## src/hdl/sfdm_pkg.sv

```systemverilog
// ----------------------------------------------------------------------------
// sfdm_pkg
// Types, register map and constants of the sensor fault debounce monitor.
// ----------------------------------------------------------------------------
`timescale 1ns / 1ps

package sfdm_pkg;

    // debouncer phases
    typedef enum logic [1:0] {
        PH_NORMAL  = 2'd0,
        PH_PENDING = 2'd1,
        PH_FAULT   = 2'd2,
        PH_RECOVER = 2'd3
    } t_phase;

    // channel status codes
    localparam logic [1:0] ST_OK    = 2'd0;
    localparam logic [1:0] ST_RANGE = 2'd1;
    localparam logic [1:0] ST_RATE  = 2'd2;
    localparam logic [1:0] ST_COMM  = 2'd3;

    localparam int CNT_W      = 8;
    localparam int CFG_IDX_W  = 3;
    localparam int CFG_DATA_W = 17;

    // register map
    localparam logic [CFG_IDX_W-1:0] CFG_DEBOUNCE_LIMIT      = 3'd0;
    localparam logic [CFG_IDX_W-1:0] CFG_TEMP_HIGH_LIMIT     = 3'd1;
    localparam logic [CFG_IDX_W-1:0] CFG_HUMIDITY_HIGH_LIMIT = 3'd2;
    localparam logic [CFG_IDX_W-1:0] CFG_PRESSURE_LOW_LIMIT  = 3'd3;
    localparam logic [CFG_IDX_W-1:0] CFG_PRESSURE_HIGH_LIMIT = 3'd4;

    // register reset values
    localparam logic [7:0]         RST_DEBOUNCE_LIMIT      = 8'd3;
    localparam logic signed [15:0] RST_TEMP_HIGH_LIMIT     = 16'sd5000;
    localparam logic [13:0]        RST_HUMIDITY_HIGH_LIMIT = 14'd8000;
    localparam logic [16:0]        RST_PRESSURE_LOW_LIMIT  = 17'd95000;
    localparam logic [16:0]        RST_PRESSURE_HIGH_LIMIT = 17'd106000;

    typedef struct packed {
        logic [1:0]         temp_status;
        logic [1:0]         press_status;
        logic [1:0]         hum_status;
        logic signed [15:0] temp_reading;
        logic [16:0]        press_reading;
        logic [13:0]        hum_reading;
    } t_item;

    typedef struct packed {
        logic comm_fault;
        logic data_fault;
        logic env_warning;
    } t_result;

    typedef struct packed {
        logic [CNT_W-1:0]   debounce_limit;
        logic signed [15:0] temp_high_limit;
        logic [13:0]        humidity_high_limit;
        logic [16:0]        pressure_low_limit;
        logic [16:0]        pressure_high_limit;
    } t_cfg;

    // raw conditions of one tick
    typedef struct packed {
        logic comm;
        logic data;
        logic env;
    } t_cond;

endpackage

```

## src/hdl/sfdm_stream_if.sv

```systemverilog
// ----------------------------------------------------------------------------
// sfdm_stream_if
// Valid/ready channel carrying one payload beat.
// ----------------------------------------------------------------------------
`timescale 1ns / 1ps

interface sfdm_stream_if #(
    parameter type T = logic
);
    logic valid;
    logic ready;
    T     payload;

    modport source (output valid, output payload, input ready);
    modport sink   (input valid, input payload, output ready);
endinterface

```

## src/hdl/sensor_fault_debounce_monitor_core.sv

```systemverilog
// ----------------------------------------------------------------------------
// sensor_fault_debounce_monitor_core
// Path: input beat to input register to result register to result beat.
// Throughput: one beat per cycle while the result side is not stalled; the debouncer next state is combinational.
// Reset: synchronous, active low; phases go to normal, counters to zero,
// limits to their defaults, both pipeline registers empty.
// ----------------------------------------------------------------------------
`timescale 1ns / 1ps

module sensor_fault_debounce_monitor_core (
    input  logic                             i_clk,
    input  logic                             i_rst_n,
    sfdm_stream_if.sink                      i_item,
    sfdm_stream_if.source                    o_result,
    input  logic                             i_cfg_we,
    input  logic [sfdm_pkg::CFG_IDX_W-1:0]   i_cfg_idx,
    input  logic [sfdm_pkg::CFG_DATA_W-1:0]  i_cfg_data
);

    sfdm_pkg::t_cfg    w_cfg;
    sfdm_pkg::t_cond   w_cond;
    sfdm_pkg::t_item   r_s1_item;
    logic              r_s1_valid;
    sfdm_pkg::t_result r_result;
    sfdm_pkg::t_result w_result_next;
    logic              r_out_valid;
    logic              w_out_free;
    logic              w_adv;
    logic              w_in_acc;

    assign w_out_free   = !r_out_valid || o_result.ready;
    assign w_adv        = r_s1_valid && w_out_free;
    assign i_item.ready = !r_s1_valid || w_out_free;
    assign w_in_acc     = i_item.valid && i_item.ready;

    sfdm_cfg_regs u_cfg (
        .i_clk      (i_clk),
        .i_rst_n    (i_rst_n),
        .i_cfg_we   (i_cfg_we),
        .i_cfg_idx  (i_cfg_idx),
        .i_cfg_data (i_cfg_data),
        .o_cfg      (w_cfg)
    );

    // input register
    always_ff @(posedge i_clk) begin
        if (!i_rst_n) begin
            r_s1_valid <= 1'b0;
        end else if (w_in_acc) begin
            r_s1_valid <= 1'b1;
        end else if (w_adv) begin
            r_s1_valid <= 1'b0;
        end
    end

    always_ff @(posedge i_clk) begin
        if (w_in_acc) begin
            r_s1_item <= i_item.payload;
        end
    end

    sfdm_cond u_cond (
        .i_item (r_s1_item),
        .i_cfg  (w_cfg),
        .o_cond (w_cond)
    );

    sfdm_debounce u_deb_comm (
        .i_clk        (i_clk),
        .i_rst_n      (i_rst_n),
        .i_en         (w_adv),
        .i_cond       (w_cond.comm),
        .i_limit      (w_cfg.debounce_limit),
        .o_fault_next (w_result_next.comm_fault)
    );

    sfdm_debounce u_deb_data (
        .i_clk        (i_clk),
        .i_rst_n      (i_rst_n),
        .i_en         (w_adv),
        .i_cond       (w_cond.data),
        .i_limit      (w_cfg.debounce_limit),
        .o_fault_next (w_result_next.data_fault)
    );

    sfdm_debounce u_deb_env (
        .i_clk        (i_clk),
        .i_rst_n      (i_rst_n),
        .i_en         (w_adv),
        .i_cond       (w_cond.env),
        .i_limit      (w_cfg.debounce_limit),
        .o_fault_next (w_result_next.env_warning)
    );

    // result register
    always_ff @(posedge i_clk) begin
        if (!i_rst_n) begin
            r_out_valid <= 1'b0;
        end else if (w_out_free) begin
            r_out_valid <= r_s1_valid;
        end
    end

    always_ff @(posedge i_clk) begin
        if (w_adv) begin
            r_result <= w_result_next;
        end
    end

    assign o_result.valid   = r_out_valid;
    assign o_result.payload = r_result;

endmodule

```

## src/hdl/sfdm_cfg_regs.sv

```systemverilog
// ----------------------------------------------------------------------------
// sfdm_cfg_regs
// Limit and threshold registers behind the write-only configuration port.
// ----------------------------------------------------------------------------
`timescale 1ns / 1ps

module sfdm_cfg_regs (
    input  logic                             i_clk,
    input  logic                             i_rst_n,
    input  logic                             i_cfg_we,
    input  logic [sfdm_pkg::CFG_IDX_W-1:0]   i_cfg_idx,
    input  logic [sfdm_pkg::CFG_DATA_W-1:0]  i_cfg_data,
    output sfdm_pkg::t_cfg                   o_cfg
);

    sfdm_pkg::t_cfg r_cfg;

    always_ff @(posedge i_clk) begin
        if (!i_rst_n) begin
            r_cfg.debounce_limit      <= sfdm_pkg::RST_DEBOUNCE_LIMIT;
            r_cfg.temp_high_limit     <= sfdm_pkg::RST_TEMP_HIGH_LIMIT;
            r_cfg.humidity_high_limit <= sfdm_pkg::RST_HUMIDITY_HIGH_LIMIT;
            r_cfg.pressure_low_limit  <= sfdm_pkg::RST_PRESSURE_LOW_LIMIT;
            r_cfg.pressure_high_limit <= sfdm_pkg::RST_PRESSURE_HIGH_LIMIT;
        end else if (i_cfg_we) begin
            // upper data bits beyond a register's width are dropped
            case (i_cfg_idx)
                sfdm_pkg::CFG_DEBOUNCE_LIMIT: begin
                    r_cfg.debounce_limit <= i_cfg_data[7:0];
                end
                sfdm_pkg::CFG_TEMP_HIGH_LIMIT: begin
                    r_cfg.temp_high_limit <= $signed(i_cfg_data[15:0]);
                end
                sfdm_pkg::CFG_HUMIDITY_HIGH_LIMIT: begin
                    r_cfg.humidity_high_limit <= i_cfg_data[13:0];
                end
                sfdm_pkg::CFG_PRESSURE_LOW_LIMIT: begin
                    r_cfg.pressure_low_limit <= i_cfg_data[16:0];
                end
                sfdm_pkg::CFG_PRESSURE_HIGH_LIMIT: begin
                    r_cfg.pressure_high_limit <= i_cfg_data[16:0];
                end
                default: begin
                end
            endcase
        end
    end

    assign o_cfg = r_cfg;

endmodule

```

## src/hdl/sfdm_cond.sv

```systemverilog
// ----------------------------------------------------------------------------
// sfdm_cond
// Raw fault conditions of one tick: comm error, data error, environment limit.
// ----------------------------------------------------------------------------
`timescale 1ns / 1ps

module sfdm_cond (
    input  sfdm_pkg::t_item i_item,
    input  sfdm_pkg::t_cfg  i_cfg,
    output sfdm_pkg::t_cond o_cond
);

    logic w_temp_hi;
    logic w_hum_hi;
    logic w_press_lo;
    logic w_press_hi;

    function automatic logic is_data_err(input logic [1:0] st);
        return (st == sfdm_pkg::ST_RANGE) || (st == sfdm_pkg::ST_RATE);
    endfunction

    always_comb begin
        w_temp_hi  = $signed(i_item.temp_reading) > $signed(i_cfg.temp_high_limit);
        w_hum_hi   = i_item.hum_reading > i_cfg.humidity_high_limit;
        w_press_lo = i_item.press_reading < i_cfg.pressure_low_limit;
        w_press_hi = i_item.press_reading > i_cfg.pressure_high_limit;

        o_cond.comm = (i_item.temp_status == sfdm_pkg::ST_COMM) ||
                      (i_item.press_status == sfdm_pkg::ST_COMM) ||
                      (i_item.hum_status == sfdm_pkg::ST_COMM);
        o_cond.data = is_data_err(i_item.temp_status) ||
                      is_data_err(i_item.press_status) ||
                      is_data_err(i_item.hum_status);
        o_cond.env  = w_temp_hi || w_hum_hi || w_press_lo || w_press_hi;
    end

endmodule

```

## src/hdl/sfdm_debounce.sv

```systemverilog
// ----------------------------------------------------------------------------
// sfdm_debounce
// Four-phase debouncer with a saturating confirmation counter.
// ----------------------------------------------------------------------------
`timescale 1ns / 1ps

module sfdm_debounce (
    input  logic                        i_clk,
    input  logic                        i_rst_n,
    input  logic                        i_en,
    input  logic                        i_cond,
    input  logic [sfdm_pkg::CNT_W-1:0]  i_limit,
    output logic                        o_fault_next
);

    sfdm_pkg::t_phase            r_phase;
    sfdm_pkg::t_phase            n_phase;
    logic [sfdm_pkg::CNT_W-1:0]  r_count;
    logic [sfdm_pkg::CNT_W-1:0]  n_count;
    logic [sfdm_pkg::CNT_W-1:0]  w_bump;

    always_ff @(posedge i_clk) begin
        if (!i_rst_n) begin
            r_phase <= sfdm_pkg::PH_NORMAL;
            r_count <= '0;
        end else if (i_en) begin
            r_phase <= n_phase;
            r_count <= n_count;
        end
    end

    always_comb begin
        // counter saturates at all ones
        w_bump  = (&r_count) ? r_count : r_count + {{(sfdm_pkg::CNT_W-1){1'b0}}, 1'b1};
        n_phase = r_phase;
        n_count = r_count;
        case (r_phase)
            sfdm_pkg::PH_NORMAL: begin
                if (i_cond) begin
                    n_phase = sfdm_pkg::PH_PENDING;
                    n_count = {{(sfdm_pkg::CNT_W-1){1'b0}}, 1'b1};
                end
            end
            sfdm_pkg::PH_PENDING: begin
                if (!i_cond) begin
                    n_phase = sfdm_pkg::PH_NORMAL;
                    n_count = '0;
                end else if (w_bump >= i_limit) begin
                    n_phase = sfdm_pkg::PH_FAULT;
                    n_count = '0;
                end else begin
                    n_count = w_bump;
                end
            end
            sfdm_pkg::PH_FAULT: begin
                if (!i_cond) begin
                    n_phase = sfdm_pkg::PH_RECOVER;
                    n_count = {{(sfdm_pkg::CNT_W-1){1'b0}}, 1'b1};
                end
            end
            sfdm_pkg::PH_RECOVER: begin
                // condition back during recovery: straight to fault
                if (i_cond) begin
                    n_phase = sfdm_pkg::PH_FAULT;
                    n_count = '0;
                end else if (w_bump >= i_limit) begin
                    n_phase = sfdm_pkg::PH_NORMAL;
                    n_count = '0;
                end else begin
                    n_count = w_bump;
                end
            end
            default: begin
                n_phase = sfdm_pkg::PH_NORMAL;
                n_count = '0;
            end
        endcase
        o_fault_next = (n_phase == sfdm_pkg::PH_FAULT);
    end

endmodule

```

## src/flat_wrapper.sv

```systemverilog
// flat-port wrapper written by rule: the top's interface ports become plain ports
module sensor_fault_debounce_monitor_core_flat 
  (i_clk, i_rst_n, i_cfg_we, i_cfg_idx, i_cfg_data, i_item_valid, i_item_payload, i_item_ready, o_result_valid, o_result_payload, o_result_ready);
  sfdm_stream_if i_item_i ();
  sfdm_stream_if o_result_i ();
  input  logic i_clk;
  input  logic i_rst_n;
  input  logic i_cfg_we;
  input  logic [sfdm_pkg::CFG_IDX_W-1:0] i_cfg_idx;
  input  logic [sfdm_pkg::CFG_DATA_W-1:0] i_cfg_data;
  input wire logic [$bits(i_item_i.valid)-1:0] i_item_valid;
  input wire logic [$bits(i_item_i.payload)-1:0] i_item_payload;
  output wire logic [$bits(i_item_i.ready)-1:0] i_item_ready;
  output wire logic [$bits(o_result_i.valid)-1:0] o_result_valid;
  output wire logic [$bits(o_result_i.payload)-1:0] o_result_payload;
  input wire logic [$bits(o_result_i.ready)-1:0] o_result_ready;
  assign i_item_i.valid = i_item_valid;
  assign i_item_i.payload = i_item_payload;
  assign i_item_ready = i_item_i.ready;
  assign o_result_valid = o_result_i.valid;
  assign o_result_payload = o_result_i.payload;
  assign o_result_i.ready = o_result_ready;
  sensor_fault_debounce_monitor_core u_core (.i_clk(i_clk), .i_rst_n(i_rst_n), .i_item(i_item_i), .o_result(o_result_i), .i_cfg_we(i_cfg_we), .i_cfg_idx(i_cfg_idx), .i_cfg_data(i_cfg_data));
endmodule
```

## config.mk

```make
export PLATFORM = sky130hd
export DESIGN_NAME = sensor_fault_debounce_monitor_core_flat
export DESIGN_NICKNAME = d
export VERILOG_FILES = /design/src/hdl/sfdm_pkg.sv /design/src/hdl/sfdm_stream_if.sv /design/src/hdl/sensor_fault_debounce_monitor_core.sv /design/src/hdl/sfdm_cfg_regs.sv /design/src/hdl/sfdm_cond.sv /design/src/hdl/sfdm_debounce.sv /design/src/flat_wrapper.sv
export SDC_FILE = /design/constraint.sdc
export NUM_CORES = 1
export LEC_CHECK = 0
export ABC_AREA = 1
export BUFFER_PORTS_ARGS = -buffer_cell sky130_fd_sc_hd__buf_2
export CORE_MARGIN = 3
export CORE_UTILIZATION = 57
export CTS_CLUSTER_SIZE = 30
export DETAILED_ROUTE_END_ITERATION = 6
export PLACE_DENSITY_LB_ADDON = 0.1
export SETUP_SLACK_MARGIN = 0.05
export SYNTH_ARGS = -nofsm -noshare
export SYNTH_HDL_FRONTEND = slang
export SYNTH_HIERARCHICAL = 1
export SYNTH_SLANG_ARGS = --single-unit
```

## constraint.sdc

```tcl
create_clock -name i_clk -period 2.1 [get_ports i_clk]
set_input_delay 0.105 -clock i_clk [delete_from_list [all_inputs] [get_ports i_clk]]
set_output_delay 0.105 -clock i_clk [all_outputs]
set_load 0.01 [all_outputs]
```

==> results of run 1 <==
-- worst reg2reg max path: cells and delay by family, from the launching register on --
family | cells | cell delay (ps)
flops | 1 | 370
buf+inv | 2 | 220
compound gates | 2 | 380
simple gates | 8 | 950
fa+ha+maj | 1 | 290
-- placed cells by master, fill, tap and decap left out, drive strengths merged, types with 3 or more instances in the layout --
master,instances
nand2,204
nor2,154
inv,143
nand3,91
dfxtp,84
ha,72
conb,62
buf,57
a21oi,27
clkbuf,14
o21ai,12
dlygate4sd3,11
nand4,9
nor3,5
a21o,4
o21a,3
xor2,3
-- registers in the layout, indices dropped and copies added, names as in the netlist --
name,cells
u_core/u_cfg/o_cfg,72
u_core/u_deb_env/r_phase,2
u_core/r_s1_valid,1
u_core/u_deb_env/r_count,8
u_core/o_result.payload,1
u_core/r_s1_item,1
u_core/o_result.valid,1
-- timing repair --
item | 4_1_cts | 5_1_grt
resized for setup | 31 | 44
setup buffers | 7 | 5
setup endpoints to repair | 11 | 11
hold buffers | 11 | 0
endpoints found under the hold margin | 12 | 0
pin swaps | 29 | 33
-- final cells by class --
class | count | area, sq um | share of cell area
inverters | 145 | 547 | 0.0791
clock buffers | 14 | 184 | 0.0266
flip-flops and latches | 86 | 1770 | 0.256
multi-input cells | 650 | 3770 | 0.546
well taps | 129 | 161 | 0.0233
repair buffers | 68 | 480 | 0.0695
-- layer usage --
| metal | part of all wire | GRT usage | wire [microns] |
|---|---|---|---|
| met2 | 0.47 | 0.445 | 6620 |
| met3 | 0.063 | 0.0408 | 889 |
| met1 | 0.42 | 0.315 | 5960 |
| met4 | 0.043 | 0.0872 | 603 |
| met5 | 0 | 0 | 0 |
-- per-stage QoR --
step	setup WS (ps)	cells	total power, mW	hold WS [ps]
after CTS	-98.8	1087	3.48	7.41
after global routing	-348	1092	3.73	24.9
final	-191	1092	3.53	15.4
after global placement	-101	1055	2.32	283
after detailed placement	-242	1055	2.34	289
after floorplan	50.1	900	2.19	204
-- power by group through the flow --
stage	Sequential [mW]	Clock (mW)	Combinational (mW)
4_1_cts	1.72	1.14	0.619
2_1_floorplan	1.76	0	0.429
3_5_place_dp	1.76	0	0.579
5_1_grt	1.73	1.21	0.795
3_3_place_gp	1.76	0	0.558
6_report	1.72	1.12	0.691
-- how the worst min path moves through the flow --
stage	startpoint	to	slack (ps)	cells past startpoint
after floorplan	i_item_payload	u_core/r_s1_item[0]	200	0
after global placement	i_item_payload	u_core/r_s1_item[0]	280	1
after detailed placement	i_item_payload	u_core/r_s1_item[0]	290	1
after CTS	i_cfg_data[10]	u_core/u_cfg/o_cfg[10]	7	3
after global routing	i_cfg_data[11]	u_core/u_cfg/o_cfg[11]	20	3
final	i_cfg_data[10]	u_core/u_cfg/o_cfg[10]	20	3
==> report_table.html, run 1 <==
<table>
<tr><th>Metric</th><th>Value</th></tr>
<tr><th colspan="2">Final layout</th></tr>
<tr><td>Fraction of final layout cells sized beyond drive strength 1</td><td>0.168</td></tr>
<tr><td>Layout net count</td><td>roughly 1,100</td></tr>
<tr><td>Diode insertion count for antenna repair</td><td>0</td></tr>
<tr><td>Signed area change from the synthesized netlist to the final layout</td><td>23.5%</td></tr>
<tr><td>Final standard cell utilization of the core</td><td>0.738</td></tr>
<tr><td>Area of all placed cells without fillers</td><td>6910 sq um</td></tr>
<tr><td>Number of fillers in the final layout</td><td>750</td></tr>
<tr><th colspan="2">Power</th></tr>
<tr><td>Power per unit of standard cell area</td><td>about 510 nW/um^2</td></tr>
<tr><td>Switching share of power</td><td>0.289</td></tr>
<tr><td>Combinational share of power</td><td>0.196</td></tr>
<tr><td>P_sw</td><td>a little over 1 mW</td></tr>
<tr><td>Sequential fraction of design power</td><td>0.487</td></tr>
<tr><td>Reported leakage power</td><td>about 3.6 nW</td></tr>
<tr><td>Clock network power share</td><td>0.317</td></tr>
<tr><td>Peak supply drop</td><td>between 300 and 400 uV</td></tr>
<tr><td>Cell internal power dissipation</td><td>approximately 2.5 mW</td></tr>
<tr><th colspan="2">Placement</th></tr>
<tr><td>Port bufs</td><td>28</td></tr>
<tr><td>Total placed instance area</td><td>between 6000 and 7000 sq um</td></tr>
<tr><td>Global placement routability congestion</td><td>approximately 0.85</td></tr>
<tr><td>DP Wirelength</td><td>9.78 mm</td></tr>
<tr><th colspan="2">GRT</th></tr>
<tr><td>Initial antenna violation count</td><td>0</td></tr>
<tr><td>Largest net degree at the start of global routing</td><td>76</td></tr>
<tr><td>First-pass GRT wire length</td><td>between 20 and 25 mm</td></tr>
<tr><td>Total routing usage reported by global routing</td><td>0.254</td></tr>
<tr><td>Via count of the first global-routing pass</td><td>5,279</td></tr>
<tr><td>Gr ovfl total</td><td>0</td></tr>
<tr><th colspan="2">Floorplan</th></tr>
<tr><td>Cell row count</td><td>35</td></tr>
<tr><td>Number of primary I/O pins</td><td>29</td></tr>
<tr><td>Starting utilization of the core area</td><td>0.597</td></tr>
<tr><td>Width of the chip</td><td>about 110 microns</td></tr>
<tr><td>Die height</td><td>between 100 and 150 microns</td></tr>
<tr><td>Die ar.</td><td>approximately 11,000 sq um</td></tr>
<tr><td>Standard cell core area</td><td>about 9400 sq um</td></tr>
<tr><th colspan="2">Drt</th></tr>
<tr><td>Drt wl/cell</td><td>around 13 microns</td></tr>
<tr><td>Via density per instance</td><td>5.05</td></tr>
<tr><td>Starting DRT DRC Count</td><td>roughly 270</td></tr>
<tr><td>Post-detailed-route count of antenna-violating nets</td><td>0</td></tr>
<tr><td>Post-Route WL</td><td>around 14 mm</td></tr>
<tr><td>DRC violation count after routing</td><td>0</td></tr>
<tr><td>TritonRoute pass-1 iters</td><td>5</td></tr>
<tr><td>Via count of the routed design</td><td>about 5,500</td></tr>
<tr><th colspan="2">Worst setup path</th></tr>
<tr><td>Largest fanout on the critical path</td><td>3</td></tr>
<tr><td>Logic depth of the worst register-to-register path</td><td>13</td></tr>
<tr><td>Crit start category</td><td>flip-flop</td></tr>
<tr><td>Capturing instance or port of the critical path</td><td>u_core/u_deb_env/r_phase[0]</td></tr>
<tr><td>CP arrival</td><td>between 2000 and 3000 ps</td></tr>
<tr><td>Critical path's top delay family</td><td>simple AND/OR/NAND/NOR gates</td></tr>
<tr><td>Beginning of the worst register-to-register path</td><td>u_core/u_deb_env/r_count[4]</td></tr>
<tr><td>Crit Path Category</td><td>flip-flop to flip-flop</td></tr>
<tr><td>Delay of the slowest cell on the worst path</td><td>370 ps</td></tr>
<tr><td>Slowest cell on crit path</td><td>sky130_fd_sc_hd__dfxtp_2</td></tr>
<tr><td>Reg2Reg Capture Point</td><td>u_core/u_deb_env/r_phase[0]</td></tr>
<tr><td>Data required, critical path</td><td>2370 ps</td></tr>
<tr><td>Cell count along the critical path</td><td>13</td></tr>
<tr><td>Launching element of the worst setup path</td><td>u_core/u_deb_env/r_count[4]</td></tr>
<tr><td>Reg-to-reg slack, setup</td><td>-190 ps</td></tr>
<tr><td>Worst setup EP type</td><td>flip-flop</td></tr>
<tr><td>Critical path buffer and inverter count</td><td>2</td></tr>
<tr><td>Sequence of cells on the critical path</td><td>nand3_1, nor2_2, buf_4, nand3_1, nand2_1, inv_1, ha_1, a21o_1, nor2_4, nand2_2, nand2_2, nand3_2, a21oi_2</td></tr>
<tr><th colspan="2">Timing</th></tr>
<tr><td>Final sum of negative setup slack</td><td>-1770 ps</td></tr>
<tr><td>Worst setup skew after layout</td><td>between 10 and 15 ps</td></tr>
<tr><td>Number of endpoints with negative hold slack in the final report</td><td>0</td></tr>
<tr><td>Final setup viols</td><td>11</td></tr>
<tr><td>Peak Freq</td><td>about 440 MHz</td></tr>
<tr><td>Final critical-path share of the clock period</td><td>1.09</td></tr>
<tr><td>Crit path time final</td><td>roughly 2300 ps</td></tr>
<tr><td>Final WS setup</td><td>-191 ps</td></tr>
<tr><td>Setup repair after global routing missed its margin</td><td>true</td></tr>
<tr><td>Slew @ Worst Pin</td><td>around 590 ps</td></tr>
<tr><td>Worst slew slack as a fraction of its limit</td><td>0.610</td></tr>
<tr><td>Final-report max-slew violation count</td><td>0</td></tr>
<tr><th colspan="2">Clocking</th></tr>
<tr><td>Clock insertion delay at the later pin of the skew report</td><td>between 300 and 400 ps</td></tr>
<tr><td>Number of clock sinks seen by CTS</td><td>86</td></tr>
<tr><td>Number of buffers created by CTS</td><td>9</td></tr>
<tr><td>Number of levels the H-tree was split into</td><td>3</td></tr>
<tr><td>CTS tree</td><td>done</td></tr>
<tr><td>Clock-pin slew on the worst setup and hold paths</td><td>roughly 90 ps</td></tr>
<tr><td>Root cell of the clock tree</td><td>sky130_fd_sc_hd__clkbuf_8</td></tr>
<tr><td>Largest buffer count on any clock path</td><td>2</td></tr>
<tr><th colspan="2">Logic synthesis</th></tr>
<tr><td>Average cell area after synthesis</td><td>~6.7 sq um</td></tr>
<tr><td>Number of synthesis warnings</td><td>6</td></tr>
<tr><td>Post-synthesis instance area</td><td>~5600 sq um</td></tr>
<tr><td>Cells after Synth</td><td>approximately 840</td></tr>
<tr><th colspan="2">Run status</th></tr>
<tr><td>Violations in the final reports</td><td>negative setup slack</td></tr>
<tr><td>Status</td><td>finished, violations left</td></tr>
<tr><th colspan="2">Run</th></tr>
<tr><td>Number of max-cap violations</td><td>0</td></tr>
<tr><th colspan="2">Hold path</th></tr>
<tr><td>Kind of path behind the tightest hold check</td><td>input port to flip-flop</td></tr>
</table>
Note: power is estimated with default switching activity, not from simulation.
==> inputs of run 2 (changes only) <==
--- a/config.mk
+++ b/config.mk
@@ -5,12 +5,11 @@
 export SDC_FILE = /design/constraint.sdc
 export NUM_CORES = 1
 export LEC_CHECK = 0
-export ABC_AREA = 1
-export BUFFER_PORTS_ARGS = -buffer_cell sky130_fd_sc_hd__buf_2
 export CORE_MARGIN = 3
-export CORE_UTILIZATION = 57
+export CORE_UTILIZATION = 59
 export CTS_CLUSTER_SIZE = 30
 export DETAILED_ROUTE_END_ITERATION = 6
+export DONT_BUFFER_PORTS = 1
 export PLACE_DENSITY_LB_ADDON = 0.1
 export SETUP_SLACK_MARGIN = 0.05
 export SYNTH_ARGS = -nofsm -noshare
==> report_table.html, run 2 <==
<table>
<tr><th>Metric</th><th>Value</th></tr>
<tr><th colspan="2">Power</th></tr>
<tr><td>Clock network power share</td><td>0.353 (+0.036)</td></tr>
<tr><td>P_sw</td><td>931 uW (-8.9%)</td></tr>
<tr><td>Switching share of power</td><td>0.266 (-0.0234)</td></tr>
<tr><td>Cell internal power dissipation</td><td>2.57 mW (+2.4%)</td></tr>
<tr><td>Combinational share of power</td><td>0.162 (-0.034)</td></tr>
<tr><td>Power per unit of standard cell area</td><td>512 nW/um^2 (+0.25%)</td></tr>
<tr><td>Reported leakage power</td><td>3.29 nW (-8.5%)</td></tr>
<tr><td>Peak supply drop</td><td>358 uV (+1.2%)</td></tr>
<tr><td>Sequential fraction of design power</td><td>0.485 (-0.002)</td></tr>
<tr><th colspan="2">GRT</th></tr>
<tr><td>Gr ovfl total</td><td>0 (unchanged)</td></tr>
<tr><td>Largest net degree at the start of global routing</td><td>88 (+16%)</td></tr>
<tr><td>Via count of the first global-routing pass</td><td>4,565 (-14%)</td></tr>
<tr><td>Initial antenna violation count</td><td>0 (unchanged)</td></tr>
<tr><td>First-pass GRT wire length</td><td>21.3 mm (-8.0%)</td></tr>
<tr><td>Total routing usage reported by global routing</td><td>0.262 (+0.00846)</td></tr>
<tr><th colspan="2">Logic synthesis</th></tr>
<tr><td>Cells after Synth</td><td>601 (-28%)</td></tr>
<tr><td>Post-synthesis instance area</td><td>5430 sq um (-3.0%)</td></tr>
<tr><td>Average cell area after synthesis</td><td>9.03 sq um (+35%)</td></tr>
<tr><td>Number of synthesis warnings</td><td>6 (unchanged)</td></tr>
<tr><th colspan="2">Timing</th></tr>
<tr><td>Worst slew slack as a fraction of its limit</td><td>0.506 (-0.103)</td></tr>
<tr><td>Crit path time final</td><td>2770 ps (+477 ps)</td></tr>
<tr><td>Setup repair after global routing missed its margin</td><td>true</td></tr>
<tr><td>Final WS setup</td><td>-668 ps (-477 ps)</td></tr>
<tr><td>Final setup viols</td><td>11 (unchanged)</td></tr>
<tr><td>Hold Worst Slack</td><td>10.8 ps (-4.53 ps)</td></tr>
<tr><td>Final critical-path share of the clock period</td><td>1.32 (+0.227)</td></tr>
<tr><td>Peak Freq</td><td>361 MHz (-17%)</td></tr>
<tr><td>Final-report max-slew violation count</td><td>0 (unchanged)</td></tr>
<tr><td>Number of endpoints with negative hold slack in the final report</td><td>0 (unchanged)</td></tr>
<tr><td>Worst setup skew after layout</td><td>10.0 ps (-3.05 ps)</td></tr>
<tr><td>Slew @ Worst Pin</td><td>736 ps (+151 ps)</td></tr>
<tr><th colspan="2">Drt</th></tr>
<tr><td>Starting DRT DRC Count</td><td>210 (-21%)</td></tr>
<tr><td>Post-detailed-route count of antenna-violating nets</td><td>0 (unchanged)</td></tr>
<tr><td>Post-Route WL</td><td>13.2 mm (-6.5%)</td></tr>
<tr><td>Via count of the routed design</td><td>4,528 (-18%)</td></tr>
<tr><td>TritonRoute pass-1 iters</td><td>5 (unchanged)</td></tr>
<tr><td>Via density per instance</td><td>5.40 (+6.8%)</td></tr>
<tr><td>DRC violation count after routing</td><td>0 (unchanged)</td></tr>
<tr><td>Drt wl/cell</td><td>15.7 microns (+22%)</td></tr>
<tr><th colspan="2">Floorplan</th></tr>
<tr><td>Standard cell core area</td><td>8850 sq um (-5.6%)</td></tr>
<tr><td>Die ar.</td><td>10,400 sq um (-6.0%)</td></tr>
<tr><td>Number of primary I/O pins</td><td>29 (unchanged)</td></tr>
<tr><td>Cell row count</td><td>34 (-2.9%)</td></tr>
<tr><td>Starting utilization of the core area</td><td>0.613 (+0.0162)</td></tr>
<tr><td>Width of the chip</td><td>102 microns (-3.0%)</td></tr>
<tr><td>Die height</td><td>102 microns (-3.0%)</td></tr>
<tr><th colspan="2">Clocking</th></tr>
<tr><td>Largest buffer count on any clock path</td><td>2 (unchanged)</td></tr>
<tr><td>Clock-pin slew on the worst setup and hold paths</td><td>90 ps (about the same)</td></tr>
<tr><td>Number of buffers created by CTS</td><td>9 (unchanged)</td></tr>
<tr><td>Root cell of the clock tree</td><td>sky130_fd_sc_hd__clkbuf_8</td></tr>
<tr><td>CTS tree</td><td>done</td></tr>
<tr><td>Number of clock sinks seen by CTS</td><td>86 (unchanged)</td></tr>
<tr><td>Number of levels the H-tree was split into</td><td>3 (unchanged)</td></tr>
<tr><td>Clock insertion delay at the later pin of the skew report</td><td>360 ps (about the same)</td></tr>
<tr><th colspan="2">Run status</th></tr>
<tr><td>Status</td><td>finished, violations left</td></tr>
<tr><td>Violations in the final reports</td><td>negative setup slack</td></tr>
<tr><th colspan="2">Worst setup path</th></tr>
<tr><td>Beginning of the worst register-to-register path</td><td>u_core/u_cfg/o_cfg[8]</td></tr>
<tr><td>Slowest cell on crit path</td><td>sky130_fd_sc_hd__dfxtp_1</td></tr>
<tr><td>Crit start category</td><td>flip-flop</td></tr>
<tr><td>Data required, critical path</td><td>2360 ps (about the same)</td></tr>
<tr><td>Largest fanout on the critical path</td><td>7 (+4)</td></tr>
<tr><td>Worst setup EP type</td><td>flip-flop</td></tr>
<tr><td>CP arrival</td><td>3030 ps (+470 ps)</td></tr>
<tr><td>Critical path buffer and inverter count</td><td>2 (unchanged)</td></tr>
<tr><td>Delay of the slowest cell on the worst path</td><td>350 ps (-20 ps)</td></tr>
<tr><td>Crit Path Category</td><td>flip-flop to flip-flop</td></tr>
<tr><td>Critical path's top delay family</td><td>simple AND/OR/NAND/NOR gates</td></tr>
<tr><td>Sequence of cells on the critical path</td><td>inv_1, ha_1, nand4_1, o21bai_4, a311oi_1, o31ai_1, buf_4, nand4b_1, xor2_2, and4_4, and2_4, a22o_2</td></tr>
<tr><td>Launching element of the worst setup path</td><td>u_core/u_cfg/o_cfg[8]</td></tr>
<tr><th colspan="2">Final layout</th></tr>
<tr><td>Fraction of final layout cells sized beyond drive strength 1</td><td>0.198 (+0.0301)</td></tr>
<tr><td>Post-route insts no fill</td><td>839 (-23%)</td></tr>
<tr><td>Signed area change from the synthesized netlist to the final layout</td><td>26.0%</td></tr>
<tr><td>Number of flip-flops under the largest register name</td><td>72 (unchanged)</td></tr>
<tr><td>Most frequent cells in the layout</td><td>72 x sky130_fd_sc_hd__nand2_1, 72 x sky130_fd_sc_hd__mux2i_1, 71 x sky130_fd_sc_hd__dfxtp_1</td></tr>
<tr><td>Area of all placed cells without fillers</td><td>6840 sq um (-1.1%)</td></tr>
<tr><td>Diode insertion count for antenna repair</td><td>0 (unchanged)</td></tr>
<tr><td>Layout net count</td><td>824 (-22%)</td></tr>
<tr><th colspan="2">Placement</th></tr>
<tr><td>Global placement routability congestion</td><td>0.839 (-1.1%)</td></tr>
<tr><td>DP Wirelength</td><td>8.97 mm (-8.3%)</td></tr>
<tr><td>Total instance count after detailed placement</td><td>793 (-25%)</td></tr>
<tr><td>Port bufs</td><td>0 (-100%)</td></tr>
<tr><td>Total placed instance area</td><td>6070 sq um (-1.8%)</td></tr>
<tr><th colspan="2">Run</th></tr>
<tr><td>Number of max-cap violations</td><td>0 (unchanged)</td></tr>
<tr><th colspan="2">Hold path</th></tr>
<tr><td>Hold_sp</td><td>i_cfg_data[9]</td></tr>
<tr><td>Kind of path behind the tightest hold check</td><td>input port to flip-flop</td></tr>
</table>
==> run 2: changes by cell type in the layout (fill, tap and decap cells not counted), sizes merged, moves of 4 or more <==
cell,previous run,this run
nor2,154,10
nand2,204,73
nand3,91,7
mux2i,0,73
inv,143,75
nor2b,0,49
a21o,4,15
dlygate4sd3,11,20
a31oi,0,5
a22o,0,4
and3,0,4
==> run 2: per-stage QoR <==
stage	power (mW)	utilization	worst slack (ps)	TNS [ps]
2_1_floorplan	2.06	-	-597	-5140
3_3_place_gp	2.13	0.686	-502	-4660
3_5_place_dp	2.15	0.686	-592	-5490
4_1_cts	3.47	0.758	-510	-5010
5_1_grt	3.66	0.773	-759	-7450
6_report	3.50	0.773	-668	-6460
==> run 2: final timing paths <==
kind                                                     to  slack (ps)  cells after the start
worst max-delay path            u_core/u_deb_env/r_count[7]        -670                     12
worst min-delay path                  u_core/u_cfg/o_cfg[9]          10                      2
worst max register to register  u_core/u_deb_env/r_count[7]        -670                     12
worst min register to register        u_core/u_cfg/o_cfg[2]         460                      2
==> run 2: metal layers <==
layer / part of all wire / routed length (microns) / track usage
met5: 0 / 0 / 0
met4: 0.022 / 292 / 0.0797
met3: 0.040 / 527 / 0.0457
met2: 0.50 / 6570 / 0.464
met1: 0.44 / 5770 / 0.326
==> run 2: power groups by stage <==
stage          sequential (mW)  clock (mW)  combinational, mW
2_1_floorplan             1.73           0              0.328
3_3_place_gp              1.73           0              0.400
3_5_place_dp              1.74           0              0.417
4_1_cts                   1.70        1.26              0.515
5_1_grt                   1.70        1.33              0.632
6_report                  1.70        1.24              0.567
==> run 2: final cells by class <==
class,instances,area (sq um)
clock buffer,12,155
tap,108,135
fill,642,2010
timing repair buffer,75,644
sequential,86,1760
multi-input combinational,480,3810
inverter,74,278
clock inverter,4,53.8
==> run 2: what timing repair did <==
action	in CTS	in global routing
buffers inserted	7	2
pin swaps	29	16
endpoints found under the setup margin	11	11
gates resized for setup	33	22
hold endpoints to repair	80	0
hold buffers	21	0
==> inputs of run 3 (changes only) <==
--- a/config.mk
+++ b/config.mk
@@ -5,6 +5,7 @@
 export SDC_FILE = /design/constraint.sdc
 export NUM_CORES = 1
 export LEC_CHECK = 0
+export ABC_AREA = 1
 export CORE_MARGIN = 3
 export CORE_UTILIZATION = 59
 export CTS_CLUSTER_SIZE = 30
==> report_table.html, run 3 (synthesized netlist as in run 1, its figures left out) <==
<table>
<tr><th>Metric</th><th>Value</th></tr>
<tr><th colspan="2">Worst setup path</th></tr>
<tr><td>Sequence of cells on the critical path</td><td>ha_4, nand3_4, buf_4, buf_4, o21ai_1, nand2_1, ha_1, nand2_1, nor2_1, nand2_2, nand2_2, nand3_2, nand2_2, nand2_1, nor2_1</td></tr>
<tr><td>Worst setup EP type</td><td>flip-flop</td></tr>
<tr><td>Crit start category</td><td>flip-flop</td></tr>
<tr><td>Critical path's top delay family</td><td>simple AND/OR/NAND/NOR gates</td></tr>
<tr><td>Beginning of the worst register-to-register path</td><td>u_core/u_deb_env/r_count[0]</td></tr>
<tr><td>Reg-to-reg slack, setup</td><td>-130 ps (+540 ps)</td></tr>
<tr><td>Launching element of the worst setup path</td><td>u_core/u_deb_env/r_count[0]</td></tr>
<tr><td>Largest fanout on the critical path</td><td>4 (-3)</td></tr>
<tr><td>Data required, critical path</td><td>2400 ps (+40 ps)</td></tr>
<tr><td>Slowest cell on crit path</td><td>sky130_fd_sc_hd__dfxtp_4</td></tr>
<tr><td>Delay of the slowest cell on the worst path</td><td>380 ps (+30 ps)</td></tr>
<tr><td>CP arrival</td><td>2530 ps (-500 ps)</td></tr>
<tr><td>Critical path buffer and inverter count</td><td>2 (unchanged)</td></tr>
<tr><td>Crit Path Category</td><td>flip-flop to flip-flop</td></tr>
<tr><th colspan="2">Run</th></tr>
<tr><td>Number of max-cap violations</td><td>0 (unchanged)</td></tr>
<tr><th colspan="2">Drt</th></tr>
<tr><td>TritonRoute pass-1 iters</td><td>6 (+1)</td></tr>
<tr><td>Via density per instance</td><td>5.05 (-6.4%)</td></tr>
<tr><td>Drt wl/cell</td><td>13.1 microns (-17%)</td></tr>
<tr><td>Post-Route WL</td><td>14.7 mm (+12%)</td></tr>
<tr><td>Post-detailed-route count of antenna-violating nets</td><td>0 (unchanged)</td></tr>
<tr><td>Via count of the routed design</td><td>5,691 (+26%)</td></tr>
<tr><td>DRC violation count after routing</td><td>0 (unchanged)</td></tr>
<tr><td>Starting DRT DRC Count</td><td>211 (+0.48%)</td></tr>
<tr><th colspan="2">Placement</th></tr>
<tr><td>Post-placement worst setup slack</td><td>-153 ps (+439 ps)</td></tr>
<tr><td>Port bufs</td><td>0 (unchanged)</td></tr>
<tr><td>DP Wirelength</td><td>9.88 mm (+10%)</td></tr>
<tr><td>Global placement routability congestion</td><td>0.860 (+2.5%)</td></tr>
<tr><th colspan="2">GRT</th></tr>
<tr><td>Total routing usage reported by global routing</td><td>0.290 (+0.0278)</td></tr>
<tr><td>Initial antenna violation count</td><td>0 (unchanged)</td></tr>
<tr><td>Largest net degree at the start of global routing</td><td>75 (-15%)</td></tr>
<tr><td>Via count of the first global-routing pass</td><td>5,660 (+24%)</td></tr>
<tr><td>First-pass GRT wire length</td><td>24.6 mm (+16%)</td></tr>
<tr><td>Gr ovfl total</td><td>0 (unchanged)</td></tr>
<tr><th colspan="2">Floorplan</th></tr>
<tr><td>Starting utilization of the core area</td><td>0.624 (+0.0101)</td></tr>
<tr><td>Number of primary I/O pins</td><td>29 (unchanged)</td></tr>
<tr><td>Cell row count</td><td>34 (unchanged)</td></tr>
<tr><td>Standard cell core area</td><td>8980 sq um (+1.4%)</td></tr>
<tr><td>Width of the chip</td><td>103 microns (+1.5%)</td></tr>
<tr><td>Die height</td><td>103 microns (+1.5%)</td></tr>
<tr><td>Die ar.</td><td>10,700 sq um (+2.9%)</td></tr>
<tr><th colspan="2">Timing</th></tr>
<tr><td>Hold Worst Slack</td><td>96.6 ps (+85.8 ps)</td></tr>
<tr><td>Crit path time final</td><td>2230 ps (-536 ps)</td></tr>
<tr><td>Number of endpoints with negative hold slack in the final report</td><td>0 (unchanged)</td></tr>
<tr><td>Worst setup skew after layout</td><td>12.7 ps (+2.71 ps)</td></tr>
<tr><td>Slew @ Worst Pin</td><td>783 ps (+46.8 ps)</td></tr>
<tr><td>Final-report max-slew violation count</td><td>0 (unchanged)</td></tr>
<tr><td>Final sum of negative setup slack</td><td>-1100 ps (+5370 ps)</td></tr>
<tr><td>Final WS setup</td><td>-132 ps (+536 ps)</td></tr>
<tr><td>Peak Freq</td><td>448 MHz (+24%)</td></tr>
<tr><td>Final setup viols</td><td>11 (unchanged)</td></tr>
<tr><td>Final critical-path share of the clock period</td><td>1.06 (-0.255)</td></tr>
<tr><td>Worst slew slack as a fraction of its limit</td><td>0.476 (-0.0303)</td></tr>
<tr><td>Setup repair after global routing missed its margin</td><td>true</td></tr>
<tr><th colspan="2">Clocking</th></tr>
<tr><td>Number of buffers created by CTS</td><td>9 (unchanged)</td></tr>
<tr><td>CTS tree</td><td>done</td></tr>
<tr><td>Number of levels the H-tree was split into</td><td>3 (unchanged)</td></tr>
<tr><td>Number of clock sinks seen by CTS</td><td>86 (unchanged)</td></tr>
<tr><td>Clock-pin slew on the worst setup and hold paths</td><td>90 ps (about the same)</td></tr>
<tr><td>Root cell of the clock tree</td><td>sky130_fd_sc_hd__clkbuf_8</td></tr>
<tr><td>Clock insertion delay at the later pin of the skew report</td><td>370 ps (about the same)</td></tr>
<tr><td>Largest buffer count on any clock path</td><td>2 (unchanged)</td></tr>
<tr><th colspan="2">Run status</th></tr>
<tr><td>Violations in the final reports</td><td>negative setup slack</td></tr>
<tr><td>Status</td><td>finished, violations left</td></tr>
<tr><th colspan="2">Hold path</th></tr>
<tr><td>Hold_sp</td><td>i_cfg_idx[0]</td></tr>
<tr><td>Kind of path behind the tightest hold check</td><td>input port to flip-flop</td></tr>
<tr><th colspan="2">Power</th></tr>
<tr><td>Peak supply drop</td><td>363 uV (+1.3%)</td></tr>
<tr><td>Reported leakage power</td><td>3.71 nW (+13%)</td></tr>
<tr><td>Power per unit of standard cell area</td><td>515 nW/um^2 (+0.41%)</td></tr>
<tr><th colspan="2">Final layout</th></tr>
<tr><td>Signed area change from the synthesized netlist to the final layout</td><td>30.0%</td></tr>
<tr><td>Number of fillers in the final layout</td><td>633 (-1.4%)</td></tr>
<tr><td>Fraction of final layout cells sized beyond drive strength 1</td><td>0.114 (-0.0845)</td></tr>
<tr><td>Layout net count</td><td>1,094 (+33%)</td></tr>
<tr><td>Diode insertion count for antenna repair</td><td>0 (unchanged)</td></tr>
<tr><td>Number of flip-flops under the largest register name</td><td>72 (unchanged)</td></tr>
<tr><td>Most frequent cells in the layout</td><td>190 x sky130_fd_sc_hd__nand2_1, 139 x sky130_fd_sc_hd__nor2_1, 136 x sky130_fd_sc_hd__inv_1</td></tr>
<tr><td>Leading cell type in the layout, fill and taps excluded</td><td>sky130_fd_sc_hd__nand2_1</td></tr>
</table>
## run 3: cell type report
class / count / area [sq um] / share of cell area
Sequential cell: 86 / 1760 / 0.242
Multi-Input combinational cell: 650 / 3600 / 0.495
Timing Repair Buffer: 104 / 982 / 0.135
Inverter: 145 / 544 / 0.0748
Tap cell: 126 / 158 / 0.0217
Clock inverter: 4 / 51.3 / 0.00705
Clock buffer: 12 / 176 / 0.0242
## run 3: timing repair
action	4_1_cts	5_1_grt
gates resized for setup	32	12
pin swaps	9	9
endpoints found under the setup margin	11	11
hold buffers	79	0
hold endpoints to repair	84	0
gates cloned	0	0
setup buffers	4	2
## run 3: layer usage
layer	up-vias	track usage	wire [microns]
met4	0	0.119	444
met5	-	0	0
li1	2858	-	-
met3	41	0.0597	808
met1	2643	0.351	6410
met2	149	0.500	7050
## run 3: worst min-delay path, delay by kind of cell
family / cells / cell delay (ps)
AND/OR/NAND/NOR: 4 / 330
## run 3: where the power goes
part	internal, mW	total (mW)	switching (mW)
combinational	0.315	0.706	0.391
clock	0.688	1.31	0.622
sequential	1.69	1.73	0.0354
total	2.70	3.74	1.05
## run 3: per-stage QoR
stage	util	total power [mW]	instances	instance area [sq um]
final	0.811	3.74	1127	7280
after global routing	0.811	3.91	1127	7280
after CTS	0.803	3.69	1125	7210
after detailed placement	0.673	2.28	1026	6040
after global placement	0.673	2.26	1026	6040
after floorplan	-	2.19	900	5840
## run 3: path summary, 6_finish.rpt
path / end / cells after the start
worst max register to register: u_core/u_deb_env/r_phase[1] / 15
worst min-delay path: u_core/u_cfg/o_cfg[50] / 4
worst max-delay path: u_core/u_deb_env/r_phase[1] / 15
worst min register to register: u_core/u_cfg/o_cfg[54] / 2
